<file path="config.mk">
export PLATFORM = sky130hd
export DESIGN_NAME = cartridge_bank_mapper
export DESIGN_NICKNAME = d
export VERILOG_FILES = /design/src/hdl/cbm_pkg.sv /design/src/hdl/cartridge_bank_mapper.sv /design/src/hdl/cbm_rem_unit.sv
export SDC_FILE = /design/constraint.sdc
export NUM_CORES = 1
export LEC_CHECK = 0
export ABC_CLOCK_PERIOD_IN_PS = 4300
export BUFFER_PORTS_ARGS = -buffer_cell sky130_fd_sc_hd__buf_2
export CAP_MARGIN = 5
export CELL_PAD_IN_SITES_DETAIL_PLACEMENT = 0
export CELL_PAD_IN_SITES_GLOBAL_PLACEMENT = 2
export CORE_UTILIZATION = 39
export CTS_CLUSTER_DIAMETER = 80
export CTS_CLUSTER_SIZE = 12
export DETAILED_ROUTE_END_ITERATION = 7
export PLACE_DENSITY_LB_ADDON = 0.1
export SKIP_CTS_REPAIR_TIMING = 1
export SLEW_MARGIN = 15
export SYNTH_ARGS = -nofsm -noshare
export SYNTH_HDL_FRONTEND = slang
export SYNTH_SLANG_ARGS = --single-unit
</file>
<file path="constraint.sdc">
create_clock -name clk_i -period 4.3 [get_ports clk_i]
set_input_delay 0.645 -clock clk_i [delete_from_list [all_inputs] [get_ports clk_i]]
set_output_delay 0.645 -clock clk_i [all_outputs]
set_load 0.005 [all_outputs]
</file>
<file path="src/hdl/cbm_pkg.sv">
// Shared types, constants and helpers for the cartridge bank mapper.
package cbm_pkg;

  // Bank count and bank number sizes
  localparam int unsigned MaxRomBanks = 64;
  localparam int unsigned BankCountW  = 7;
  localparam int unsigned BankW       = 6;

  // Remainder unit: 8-bit dividend, two quotient bits per cycle
  localparam int unsigned DvdW       = 8;
  localparam int unsigned BitsPerIt  = 2;
  localparam int unsigned RemSteps   = DvdW / BitsPerIt;
  localparam int unsigned RemCntW    = $clog2(RemSteps);

  // Region codes
  localparam logic [1:0] RegionRom     = 2'd0;
  localparam logic [1:0] RegionSysRam  = 2'd1;
  localparam logic [1:0] RegionCartRam = 2'd2;
  localparam logic [1:0] RegionNone    = 2'd3;

  // Configuration register indexes
  localparam logic CfgMapperKind   = 1'b0;
  localparam logic CfgRomBankCount = 1'b1;

  // Request into the remainder unit
  typedef struct packed {
    logic                  start;
    logic [DvdW-1:0]       dividend;
    logic [BankCountW-1:0] divisor;
  } rem_req_t;

  // Status back from the remainder unit
  typedef struct packed {
    logic             done;
    logic [BankW-1:0] rem;
  } rem_rsp_t;

  // Usable bank count: zero acts as one, large counts clip to the maximum
  function automatic logic [BankCountW-1:0] eff_count(input logic [BankCountW-1:0] cnt);
    logic [BankCountW-1:0] res;
    if (cnt == '0) begin
      res = BankCountW'(1);
    end else if (cnt > BankCountW'(MaxRomBanks)) begin
      res = BankCountW'(MaxRomBanks);
    end else begin
      res = cnt;
    end
    return res;
  endfunction

endpackage

</file>
<file path="src/hdl/cartridge_bank_mapper.sv">
// Cartridge bank mapper top level: sequencer, bank state and result register.
//
// Usage: each input word (operation, address, write_data) is a CPU access. It is
// accepted at a clock edge with in_valid_i high and in_stall_o low, and yields
// exactly one result word (region, region_offset, write_strobe, data_out) that is
// taken at an edge with out_valid_o high and out_stall_i low.
// The result is loaded into the output register once the bank-number modulo in
// the shared remainder unit, which retires two dividend bits per cycle, is done;
// a new input is accepted only after that load.
// in_stall_o is high from acceptance until the result is loaded into the
// output register. A result waiting on a stalled receiver does not block the
// next input; that next word waits before its result load until the output
// register has been emptied.
// Configuration: cfg_index_i 0 selects mapper_kind, 1 rom_bank_count; writes
// are always ready; users must issue them only while idle; nothing checks this.
// Reset: mapper_kind 0, rom_bank_count 1, banks 0/1/2, cart RAM disabled,
// bank bit 0, no result pending.
module cartridge_bank_mapper (
  input  logic        clk_i,
  input  logic        rst_ni,
  // Access channel
  input  logic        in_valid_i,
  output logic        in_stall_o,
  input  logic        operation_i,
  input  logic [15:0] address_i,
  input  logic [7:0]  write_data_i,
  // Result channel
  output logic        out_valid_o,
  input  logic        out_stall_i,
  output logic [1:0]  region_o,
  output logic [19:0] region_offset_o,
  output logic        write_strobe_o,
  output logic [7:0]  data_out_o,
  // Configuration channel
  input  logic        cfg_valid_i,
  output logic        cfg_ready_o,
  input  logic        cfg_index_i,
  input  logic [6:0]  cfg_data_i
);

  localparam logic [1:0] StIdle = 2'd0;
  localparam logic [1:0] StRun  = 2'd1;
  localparam logic [1:0] StFin  = 2'd2;

  logic [1:0] state_q, state_d;

  // Configuration registers
  logic                           kind_q;
  logic [cbm_pkg::BankCountW-1:0] count_q;

  // Bank state
  logic [cbm_pkg::BankW-1:0] slot0_q, slot0_d;
  logic [cbm_pkg::BankW-1:0] slot1_q, slot1_d;
  logic [cbm_pkg::BankW-1:0] slot2_q, slot2_d;
  logic                      ram_en_q, ram_en_d;
  logic                      ram_bank_q, ram_bank_d;

  // Latched access
  logic        op_q;
  logic [15:0] addr_q;
  logic [7:0]  data_q;

  // Result register
  logic        out_valid_q, out_valid_d;
  logic [1:0]  region_q, region_d;
  logic [19:0] offset_q, offset_d;
  logic        strobe_q, strobe_d;
  logic [7:0]  dout_q, dout_d;

  cbm_pkg::rem_req_t rem_req;
  cbm_pkg::rem_rsp_t rem_rsp;

  logic                      in_fire;
  logic                      out_free;
  logic                      finish;
  logic [cbm_pkg::BankW-1:0] read_slot;
  logic [cbm_pkg::BankW-1:0] r;
  logic [19:0]               rom_off;
  logic [19:0]               cart_off;
  logic [19:0]               ram_off;
  logic                      hit_a0000, hit_a4000, hit_a8000;
  logic                      in_cart_win, in_sys_ram;

  assign in_stall_o  = (state_q != StIdle);
  assign in_fire     = in_valid_i && !in_stall_o;
  assign cfg_ready_o = 1'b1;
  assign out_free    = !out_valid_q || !out_stall_i;
  assign finish      = (state_q == StFin) && out_free;

  // Operand for the modulo: bank of the addressed slot on a read, data on a write
  always_comb begin
    unique case (address_i[15:14])
      2'd0:    read_slot = slot0_q;
      2'd1:    read_slot = slot1_q;
      default: read_slot = slot2_q;
    endcase
    rem_req.start   = in_fire;
    rem_req.divisor = cbm_pkg::eff_count(count_q);
    if (!operation_i) begin
      rem_req.dividend = cbm_pkg::DvdW'(read_slot);
    end else if (kind_q && (address_i == 16'h4000)) begin
      rem_req.dividend = {1'b0, write_data_i[6:0]};
    end else begin
      rem_req.dividend = write_data_i;
    end
  end

  cbm_rem_unit u_rem (
    .clk_i  (clk_i),
    .rst_ni (rst_ni),
    .req_i  (rem_req),
    .rsp_o  (rem_rsp)
  );

  // Sequencer
  always_comb begin
    state_d = state_q;
    unique case (state_q)
      StIdle:  if (in_fire) state_d = StRun;
      StRun:   if (rem_rsp.done) state_d = StFin;
      StFin:   if (out_free) state_d = StIdle;
      default: state_d = StIdle;
    endcase
  end

  // Offset candidates
  assign r           = rem_rsp.rem;
  assign rom_off     = {r, addr_q[13:0]};
  assign cart_off    = {5'd0, ram_bank_q, addr_q[13:0]};
  assign ram_off     = {7'd0, addr_q[12:0]};
  assign hit_a0000   = (addr_q == 16'h0000);
  assign hit_a4000   = (addr_q == 16'h4000);
  assign hit_a8000   = (addr_q == 16'h8000);
  assign in_cart_win = (addr_q[15:13] == 3'b101);
  assign in_sys_ram  = (addr_q[15:14] == 2'b11);

  // Result and bank-state update at the end of an item
  always_comb begin
    slot0_d    = slot0_q;
    slot1_d    = slot1_q;
    slot2_d    = slot2_q;
    ram_en_d   = ram_en_q;
    ram_bank_d = ram_bank_q;
    region_d   = cbm_pkg::RegionNone;
    offset_d   = '0;
    strobe_d   = 1'b0;

    if (!op_q) begin
      // Reads
      if (in_sys_ram) begin
        region_d = cbm_pkg::RegionSysRam;
        offset_d = ram_off;
      end else if (kind_q && in_cart_win && ram_en_q) begin
        region_d = cbm_pkg::RegionCartRam;
        offset_d = ram_off;
      end else if (!kind_q && addr_q[15] && ram_en_q) begin
        region_d = cbm_pkg::RegionCartRam;
        offset_d = cart_off;
      end else begin
        region_d = cbm_pkg::RegionRom;
        offset_d = rom_off;
      end
    end else if (kind_q) begin
      // Writes, alternate mapper
      if (hit_a0000) begin
        slot0_d = r;
      end else if (hit_a4000) begin
        slot1_d  = r;
        ram_en_d = data_q[7];
      end else if (hit_a8000) begin
        slot2_d = r;
      end else if (in_cart_win && ram_en_q) begin
        region_d = cbm_pkg::RegionCartRam;
        offset_d = ram_off;
        strobe_d = 1'b1;
      end else if (in_sys_ram) begin
        region_d = cbm_pkg::RegionSysRam;
        offset_d = ram_off;
        strobe_d = 1'b1;
      end
    end else begin
      // Writes, standard mapper
      if (in_sys_ram) begin
        region_d = cbm_pkg::RegionSysRam;
        offset_d = ram_off;
        strobe_d = 1'b1;
        // Control registers at the top four bytes
        if (addr_q[15:2] == 14'h3FFF) begin
          unique case (addr_q[1:0])
            2'd0: begin
              ram_en_d   = data_q[3];
              ram_bank_d = data_q[2];
            end
            2'd1:    slot0_d = r;
            2'd2:    slot1_d = r;
            default: slot2_d = r;
          endcase
        end
      end else if (addr_q[15] && ram_en_q) begin
        region_d = cbm_pkg::RegionCartRam;
        offset_d = cart_off;
        strobe_d = 1'b1;
      end
    end
    dout_d = strobe_d ? data_q : 8'd0;

    // Output valid flag
    if (finish) begin
      out_valid_d = 1'b1;
    end else if (out_valid_q && !out_stall_i) begin
      out_valid_d = 1'b0;
    end else begin
      out_valid_d = out_valid_q;
    end
  end

  // Control and state registers
  always_ff @(posedge clk_i or negedge rst_ni) begin
    if (!rst_ni) begin
      state_q     <= StIdle;
      kind_q      <= 1'b0;
      count_q     <= cbm_pkg::BankCountW'(1);
      slot0_q     <= cbm_pkg::BankW'(0);
      slot1_q     <= cbm_pkg::BankW'(1);
      slot2_q     <= cbm_pkg::BankW'(2);
      ram_en_q    <= 1'b0;
      ram_bank_q  <= 1'b0;
      out_valid_q <= 1'b0;
    end else begin
      state_q     <= state_d;
      out_valid_q <= out_valid_d;
      if (cfg_valid_i && cfg_ready_o) begin
        unique case (cfg_index_i)
          cbm_pkg::CfgMapperKind:   kind_q  <= cfg_data_i[0];
          cbm_pkg::CfgRomBankCount: count_q <= cfg_data_i;
          default:                  kind_q  <= kind_q;
        endcase
      end
      if (finish) begin
        slot0_q    <= slot0_d;
        slot1_q    <= slot1_d;
        slot2_q    <= slot2_d;
        ram_en_q   <= ram_en_d;
        ram_bank_q <= ram_bank_d;
      end
    end
  end

  // Payload registers
  always_ff @(posedge clk_i) begin
    if (in_fire) begin
      op_q   <= operation_i;
      addr_q <= address_i;
      data_q <= write_data_i;
    end
    if (finish) begin
      region_q <= region_d;
      offset_q <= offset_d;
      strobe_q <= strobe_d;
      dout_q   <= dout_d;
    end
  end

  assign out_valid_o     = out_valid_q;
  assign region_o        = region_q;
  assign region_offset_o = offset_q;
  assign write_strobe_o  = strobe_q;
  assign data_out_o      = dout_q;

endmodule

</file>
<file path="src/hdl/cbm_rem_unit.sv">
// Iterative restoring remainder unit, two dividend bits per cycle.
module cbm_rem_unit (
  input  logic              clk_i,
  input  logic              rst_ni,
  input  cbm_pkg::rem_req_t req_i,
  output cbm_pkg::rem_rsp_t rsp_o
);

  logic                           busy_q, busy_d;
  logic [cbm_pkg::RemCntW-1:0]    cnt_q, cnt_d;
  logic [cbm_pkg::DvdW-1:0]       dvd_q, dvd_d;
  logic [cbm_pkg::BankCountW-1:0] dvs_q, dvs_d;
  logic [cbm_pkg::BankW-1:0]      rem_q, rem_d;
  logic [cbm_pkg::BankW:0]        part1, part2;
  logic [cbm_pkg::BankW-1:0]      red1, red2;
  logic                           last;

  // Two compare-subtract steps; remainder always stays below divisor (<= 64)
  always_comb begin
    part1 = {rem_q, dvd_q[cbm_pkg::DvdW-1]};
    if (part1 >= dvs_q) begin
      red1 = cbm_pkg::BankW'(part1 - dvs_q);
    end else begin
      red1 = part1[cbm_pkg::BankW-1:0];
    end
    part2 = {red1, dvd_q[cbm_pkg::DvdW-2]};
    if (part2 >= dvs_q) begin
      red2 = cbm_pkg::BankW'(part2 - dvs_q);
    end else begin
      red2 = part2[cbm_pkg::BankW-1:0];
    end
  end

  assign last = (cnt_q == cbm_pkg::RemCntW'(cbm_pkg::RemSteps - 1));

  // Iteration control
  always_comb begin
    busy_d = busy_q;
    cnt_d  = cnt_q;
    dvd_d  = dvd_q;
    dvs_d  = dvs_q;
    rem_d  = rem_q;
    if (req_i.start) begin
      busy_d = 1'b1;
      cnt_d  = '0;
      dvd_d  = req_i.dividend;
      dvs_d  = req_i.divisor;
      rem_d  = '0;
    end else if (busy_q) begin
      dvd_d = dvd_q << cbm_pkg::BitsPerIt;
      rem_d = red2;
      cnt_d = cnt_q + 1'b1;
      if (last) begin
        busy_d = 1'b0;
      end
    end
  end

  always_ff @(posedge clk_i or negedge rst_ni) begin
    if (!rst_ni) begin
      busy_q <= 1'b0;
      cnt_q  <= '0;
    end else begin
      busy_q <= busy_d;
      cnt_q  <= cnt_d;
    end
  end

  always_ff @(posedge clk_i) begin
    dvd_q <= dvd_d;
    dvs_q <= dvs_d;
    rem_q <= rem_d;
  end

  assign rsp_o.done = busy_q && last;
  assign rsp_o.rem  = rem_q;

endmodule
</file>
==> flow_summary.yaml, run 1 <==
run_status:
  outcome: "complete, no violations"
clock_network:
  cts.sinks: 111
  cts_tree: "built"
  cts_made_buffers: 9
  clockBufferDepth: 2
  root_buffer: "clkbuf_16"
  clkTransAtPathRegs_ns: 0.08
  clk_latency_ns: 0.35
  htreeDepth: 3
final_layout:
  multi_input_area_um2: 1920
  syn_to_final_growth_pct: 16.8
  fill_cells: 1174
  finalNetCount: 539
  regArea_um2: 3110
  drive_gt1_frac: 0.272
  antenna_cells: 0
global_route:
  grt_usage: 0.170
  grt_pass1_wl_um: 17100
  antenna_found_initial: 0
  grt_max_degree: 38
  grt_pass1_vias: 3358
  grt-ovfl-total: 0
power:
  intPower_mw: 2.33
  seqPwrFrac: 0.420
  power_leakage_nw: 2.58
  ir_worst_vdd_uv: 365
  netSwitchingFraction: 0.329
  power_density_nw_per_um2: 574
  combPwrFrac: 0.314
  clockPowerShare: 0.266
  power_switching_mw: 1.14
sta:
  setup_violations: 0
  worst_slack_ns: 0.700
  fin_crit_ns: 3.60
  slew_viol_final: 0
  fin_crit_sh: 0.837
  hold_violations: 0
  clock_skew_ns: 0.00700
  final.setup.tns_ns: 0
  fmaxAchievable_ghz: 0.278
  rsz0062_at_grt: "false"
  max_slew_margin: 0.495
  worst_pin_slew_ns: 0.757
detailed_routing:
  drtIter0Drc: 165
  antenna_left: 0
  first_pass_iters: 4
  wl_um: 10400
  drc: 0
  wl_per_cell_um: 15.8
  vias: 3308
  vias_per_cell: 5.00
worst_setup_path:
  reg2reg_to: "u_rem.rem_q[0]$_SDFFE_PP0P_"
  arrival_ns: 3.88
  cpMaxStageDelayCell: "dfxtp_1"
  cp_cell_sequence: "ha_1, a21o_1, a21oi_1, o21ai_0, a31oi_4, mux2_2, inv_1, ha_1, a21o_1, a2111oi_4, nor2_2, mux2_2, o31ai_2"
  endpoint_kind: "flip-flop"
  worst_path_largest_cell_delay_ns: 0.46
  start_kind: "flip-flop"
  r2r_start: "u_rem.rem_q[2]$_SDFFE_PP0P_"
  setup.worst_path.start: "u_rem.rem_q[2]$_SDFFE_PP0P_"
  r2r_setup_slack_ns: 0.70
  cp_max_fo: 7
  cp.required_ns: 4.58
  crit_end: "u_rem.rem_q[0]$_SDFFE_PP0P_"
  reg2reg_depth: 13
  crit_type: "reg2reg"
place:
  place_hpwl_um: 7760
  gp_congestion: 0.798
  io_buffers: 70
  place_ws_ns: 0.725
floorplanning:
  initial_core_util: 0.406
  core_area_um2: 12800
  dieArea_um2: 13700
  die_y_um: 117
  ios: 72
  rows: 41
  fp.dieW_um: 117
logic_synthesis:
  syn_nets: 469
  seq_area_frac_synth: 0.600
  synth_seq_cells: 111
  ys_types: 55
  synth_edf_count: 71
  synth-async-reset-ratio: 0.306
  synth_ff_type: "edfxtp_1"
  syn_area_um2: 5180
  syn_area_per_cell_um2: 12.5
  yosysWarnings: 0
  netlist_instances: 414
worst_hold_path:
  hold_class: "in2async"
job:
  maxCapViolCount: 0
worst min-delay path by stage:
stage                     depth (start not counted)                    endpoint  slack [ns]                    from
final                                             1      count_q[5]$_DFFE_PN0P_        0.36                  rst_ni
after global routing                              1  u_rem.cnt_q[0]$_DFFE_PN0P_        0.42                  rst_ni
after CTS                                         1      slot0_q[5]$_DFFE_PN0P_        0.38                  rst_ni
after detailed placement                          1      state_q[0]$_DFFE_PN0P_        0.46  state_q[1]$_DFFE_PN0P_
after global placement                            1      state_q[0]$_DFFE_PN0P_        0.46  state_q[1]$_DFFE_PN0P_
after floorplan                                   0      count_q[1]$_DFFE_PN0P_        0.35                  rst_ni
placed cells by master, fill, tap and decap left out, types with 4 or more instances in the layout:
cell and n:
a21o_1 8, a21oi_1 30, and2_1 19, and3_1 13, buf_2 70, clkbuf_16 9, dfrtp_1 31, dfxtp_1 6
edfxtp_1 71, ha_1 15, inv_1 24, mux2_2 22, mux2_4 6, mux2i_1 10, nand2_1 17, nand2b_1 4
nand3_1 8, nand4_1 7, nor2_1 28, nor2b_1 5, nor3_1 4, nor4_1 7, o21ai_0 18, xnor2_1 7
through the flow:
step / instance area [um2] / std cells / hold slack, ns / total power, mW / util
6_report: 6050 / 661 / 0.359 / 3.47 / 0.474
5_1_grt: 6050 / 661 / 0.423 / 3.71 / 0.474
4_1_cts: 6050 / 661 / 0.379 / 3.51 / 0.474
3_5_place_dp: 5720 / 645 / 0.462 / 2.58 / 0.448
3_3_place_gp: 5720 / 645 / 0.462 / 2.58 / 0.448
2_1_floorplan: 5180 / 414 / 0.349 / 2.28 / -
kinds of logic after synthesis:
kind of cell / Yosys count / share of synthesized area
simple gates: 121 / 0.127
fa+ha+maj: 17 / 0.0440
other cells: 1 / 0.000724
buf+inv: 40 / 0.0304
mux: 38 / 0.0845
xor+xnor: 9 / 0.0152
flops: 111 / 0.600
compound gates: 77 / 0.0983
final cells by class:
class / instances / share of cell area
flip-flops and latches: 111 / 0.513
well taps: 172 / 0.0356
clock buffers: 9 / 0.0372
repair buffers: 73 / 0.0616
clock inverters: 7 / 0.0182
inverters: 26 / 0.0161
multi-input cells: 263 / 0.318
sequential cells by signal, indices dropped and copies added, names as in the netlist:
register         flops
u_rem.rem_q          6
addr_q              16
op_q                 1
region_offset_o     20
data_out_o           8
slot0_q              6
region_o             2
u_rem.cnt_q          2
slot2_q              6
count_q              7
ram_bank_q           1
slot1_q              6
data_q               8
write_strobe_o       1
out_valid_o          1
u_rem.dvs_q          7
ram_en_q             1
u_rem.dvd_q          8
kind_q               1
state_q              2
u_rem.busy_q         1
cells in the mapped netlist (3+ instances only):
cell       n  area [um2]
inv_1     24        90.1
and2_1    19         119
nor3_1     4        20.0
mux2_2    22         248
nand3_1    8        40.0
dfstp_2    3        78.8
nor4_1     7        43.8
ha_1      15         188
nor2b_1    5        31.3
o21ai_0   18        90.1
dfrtp_1   31         776
edfxtp_1  71        2130
nand4_1    7        43.8
mux2_4     6        90.1
xnor2_1    7        61.3
nand2b_1   4        25.0
a31oi_1    3        18.8
nor2_1    28         105
a21o_1     8        60.1
and3_1    13        81.3
mux2i_1   10         100
a21oi_1   30         150
dfxtp_1    6         120
clkbuf_1  11        41.3
nand2_1   17        63.8
power groups by stage:
stage                     clock network, mW  registers (mW)  logic [mW]
after global routing                  0.989            1.48        1.24
after global placement                    0            1.48        1.10
after floorplan                           0            1.42       0.860
after CTS                             0.951            1.46        1.10
final                                 0.925            1.46        1.09
after detailed placement                  0            1.48        1.10
critical path, delay by kind of cell (launching register included):
| family | cells | cell delay, ns |
|---|---|---|
| AND/OR/NAND/NOR | 1 | 0.13 |
| adder cells (fa/ha/maj) | 2 | 0.57 |
| multiplexers | 2 | 0.67 |
| buffers and inverters | 1 | 0.10 |
| AO/OA/AOI/OAI | 7 | 1.57 |
| flip-flops | 1 | 0.46 |
routing by layer:
layer | track usage | vias to the layer above | wire (um)
met2 | 0.309 | 60 | 5480
li1 | - | 1646 | -
met4 | 0.0616 | 0 | 116
met1 | 0.196 | 1594 | 4490
met3 | 0.0381 | 8 | 345
met5 | 0 | - | 0
(Power assumes the default switching activity.)
==> inputs of run 2 (changes only) <==
- ABC_AREA: not set -> 1
- ABC_CLOCK_PERIOD_IN_PS: 4300 -> 3280
- CORE_UTILIZATION: 39 -> 32
- clock period: 4.3 -> 3.28 ns (I/O delays scaled with it)
==> run 2 against run 1 <==
Clock power grew 30%. Maximum frequency grew 23%. Sequential share of layout area shrank 2.9 points. Die area grew 27%. Core utilization shrank 8.5 points. Setup slack lost 0.34 ns. Clock skew is essentially flat. Worst hold slack lost 0.12 ns. Area after synthesis grew 4.5%. Total power grew 56%. Cell area grew 6.1%. Via count grew 22%. Critical endpoint is now u_rem.rem_q[3]$_SDFFE_PP0P_.
==> flow_summary.yaml, run 2 <==
run_status:
  outcome: "complete, no violations"
logic_synthesis:
  seq_area_frac_synth: 0.574
  ys_types: 37
  syn_nets: 647
  synthMuxAreaShare: 0.00208
  synth_edf_count: 71
  yosys.area.top_type_share: 0.394
  yosysWarnings: 0
  netlist_instances: 592
  synth_most_common_cell: "nand2_1"
  synth_top_family_by_area: "simple AND/OR/NAND/NOR gates"
  synth_ff_type: "edfxtp_1"
  synth-async-reset-ratio: 0.306
  netlist_top_cells_count: "nand2_1 (162), inv_1 (83), nor2_1 (77)"
  synth_top_area_cell: "edfxtp_1"
  syn_area_um2: 5410
  synth_compound_area_frac: 0.0527
  synthAdderAreaFrac: 0.0421
  ys_top_cells_by_area: "edfxtp_1 (39%), dfrtp_1 (14%), nand2_1 (11%)"
  synthXorXnorAreaFrac: 0.0129
  synth-simple-area-share: 0.245
  synth_seq_cells: 111
  syn_area_per_cell_um2: 9.14
global_route:
  grt-ovfl-total: 0
  grt_max_degree: 35
  grt_pass1_vias: 4023
  grt_pass1_wl_um: 21500
  grt_usage: 0.163
  antenna_found_initial: 0
clock_network:
  cts.sinks: 111
  cts_tree: "built"
  cts_made_buffers: 9
  clk_latency_ns: 0.35
  htreeDepth: 3
  clkTransAtPathRegs_ns: 0.07
  root_buffer: "clkbuf_16"
  clockBufferDepth: 2
sta:
  clock_skew_ns: 0.00718
  worst_pin_slew_ns: 0.841
  slew_viol_final: 0
  fin_crit_ns: 2.92
  fin_crit_sh: 0.889
  final.setup.tns_ns: 0
  max_slew_margin: 0.439
  whs_ns: 0.240
  hold_violations: 0
  setup_violations: 0
  fmaxAchievable_ghz: 0.343
final_layout:
  layout_common_cells: "nand2_1 (162), inv_1 (82), nor2_1 (77)"
  antenna_cells: 0
  final-instance-count-excl-fill: 902
  fill_cells: 1705
  final_util: 0.388
  final_area_um2: 6420
  largest_reg_flops: 20
  syn_to_final_growth_pct: 18.6
  drive_gt1_frac: 0.176
  layout_commonest_cell: "nand2_1"
  finalNetCount: 732
detailed_routing:
  drtIter0Drc: 218
  wl_per_cell_um: 14.8
  vias_per_cell: 4.48
  drc: 0
  wl_um: 13400
  first_pass_iters: 4
  vias: 4043
  antenna_left: 0
job:
  maxCapViolCount: 0
place:
  place_hpwl_um: 10500
  gp_congestion: 0.856
  placed_area_um2: 6090
  dp_cells: 886
  io_buffers: 70
worst_hold_path:
  hold_class: "in2async"
worst_setup_path:
  cp_max_fo: 8
  endpoint_kind: "flip-flop"
  start_kind: "flip-flop"
  crit_type: "reg2reg"
  cp.required_ns: 3.53
  arrival_ns: 3.16
floorplanning:
  core_area_um2: 16500
  initial_core_util: 0.328
  ios: 72
  rows: 47
  fp.dieW_um: 132
  die_y_um: 132
  dieArea_um2: 17400
power:
  netSwitchingFraction: 0.388
  power_density_nw_per_um2: 845
  seqPwrFrac: 0.371
  power_leakage_nw: 3.01
  combPwrFrac: 0.407
  ir_worst_vdd_uv: 490
  clockPowerShare: 0.222
  intPower_mw: 3.32
  power_switching_mw: 2.10
run 2: cell count changes in the layout (fill, tap and decap cells not counted), moves of 10 or more:
cell     previous run  this run
and3_1             13         0
nor2_1             28        77
inv_1              24        82
and2_1             19         0
nand3_1             8        35
mux2_2             22         1
mux2i_1            10         0
nand2_1            17       162
run 2: stage by stage:
stage | setup slack, ns | total power, mW
floorplan | 0.570 | 3.52
detailed placement | 0.246 | 4.26
global route | -0.0248 | 5.86
global placement | 0.220 | 4.27
finish | 0.364 | 5.42
CTS | 0.226 | 5.48
run 2: power groups by stage:
stage | registers [mW] | clock network (mW) | logic (mW)
2_1_floorplan | 2.01 | 0 | 1.51
3_3_place_gp | 2.04 | 0 | 2.23
3_5_place_dp | 2.04 | 0 | 2.21
4_1_cts | 2.01 | 1.24 | 2.23
5_1_grt | 2.05 | 1.29 | 2.52
6_report | 2.01 | 1.20 | 2.21
run 2: cell type report:
cell class / instances / area, um2 / share of cell area
sequential: 111 / 3110 / 0.484
clock buffer: 9 / 225 / 0.0351
multi-input combinational: 385 / 1940 / 0.302
tap: 220 / 275 / 0.0429
timing repair buffer: 82 / 440 / 0.0686
inverter: 88 / 330 / 0.0515
clock inverter: 7 / 101 / 0.0158
run 2: layer usage:
metal	routed length, um	up-vias	GRT usage
li1	-	2098	-
met1	6020	1886	0.201
met2	6920	49	0.288
met3	253	10	0.0227
met4	187	0	0.0581
met5	0	-	0
run 2: worst paths after layout:
kind / startpoint / end / slack [ns] / cells after the start
hold reg to reg: slot2_q[1]$_DFFE_PN1P_ / slot2_q[1]$_DFFE_PN1P_ / 0.47 / 2
setup / recovery: u_rem.dvs_q[4]$_SDFFCE_PP0P_ / u_rem.rem_q[3]$_SDFFE_PP0P_ / 0.36 / 19
setup reg to reg: u_rem.dvs_q[4]$_SDFFCE_PP0P_ / u_rem.rem_q[3]$_SDFFE_PP0P_ / 0.36 / 19
max in group asynchronous: rst_ni / u_rem.busy_q$_DFF_PN0_ / 2.51 / 1
min in group clk_i: write_data_i[2] / data_q[2]$_DFFE_PP_ / 0.33 / 1
hold / removal: rst_ni / slot0_q[2]$_DFFE_PN0P_ / 0.24 / 1
run 2: critical path, stage by stage (launching register included):
cell and delay [ns]:
edfxtp_1 0.37, inv_1 0.10, ha_1 0.30, nand2_1 0.08
nand2_1 0.07, nand2_1 0.06, nand2_1 0.05, nor2_1 0.18
nand2_1 0.19, nand2_1 0.16, nand2_1 0.09, ha_1 0.35
nand2_1 0.08, nand2_1 0.07, a21oi_1 0.17, nand3_2 0.18
inv_2 0.14, nand3_1 0.09, nand2_1 0.07, nand2_1 0.04
run 2: kinds of logic after synthesis:
group / count (synthesis)
mux: 1
compound gates: 50
fa+ha+maj: 17
other cells: 1
buf+inv: 96
xor+xnor: 8
simple gates: 308
flops: 111
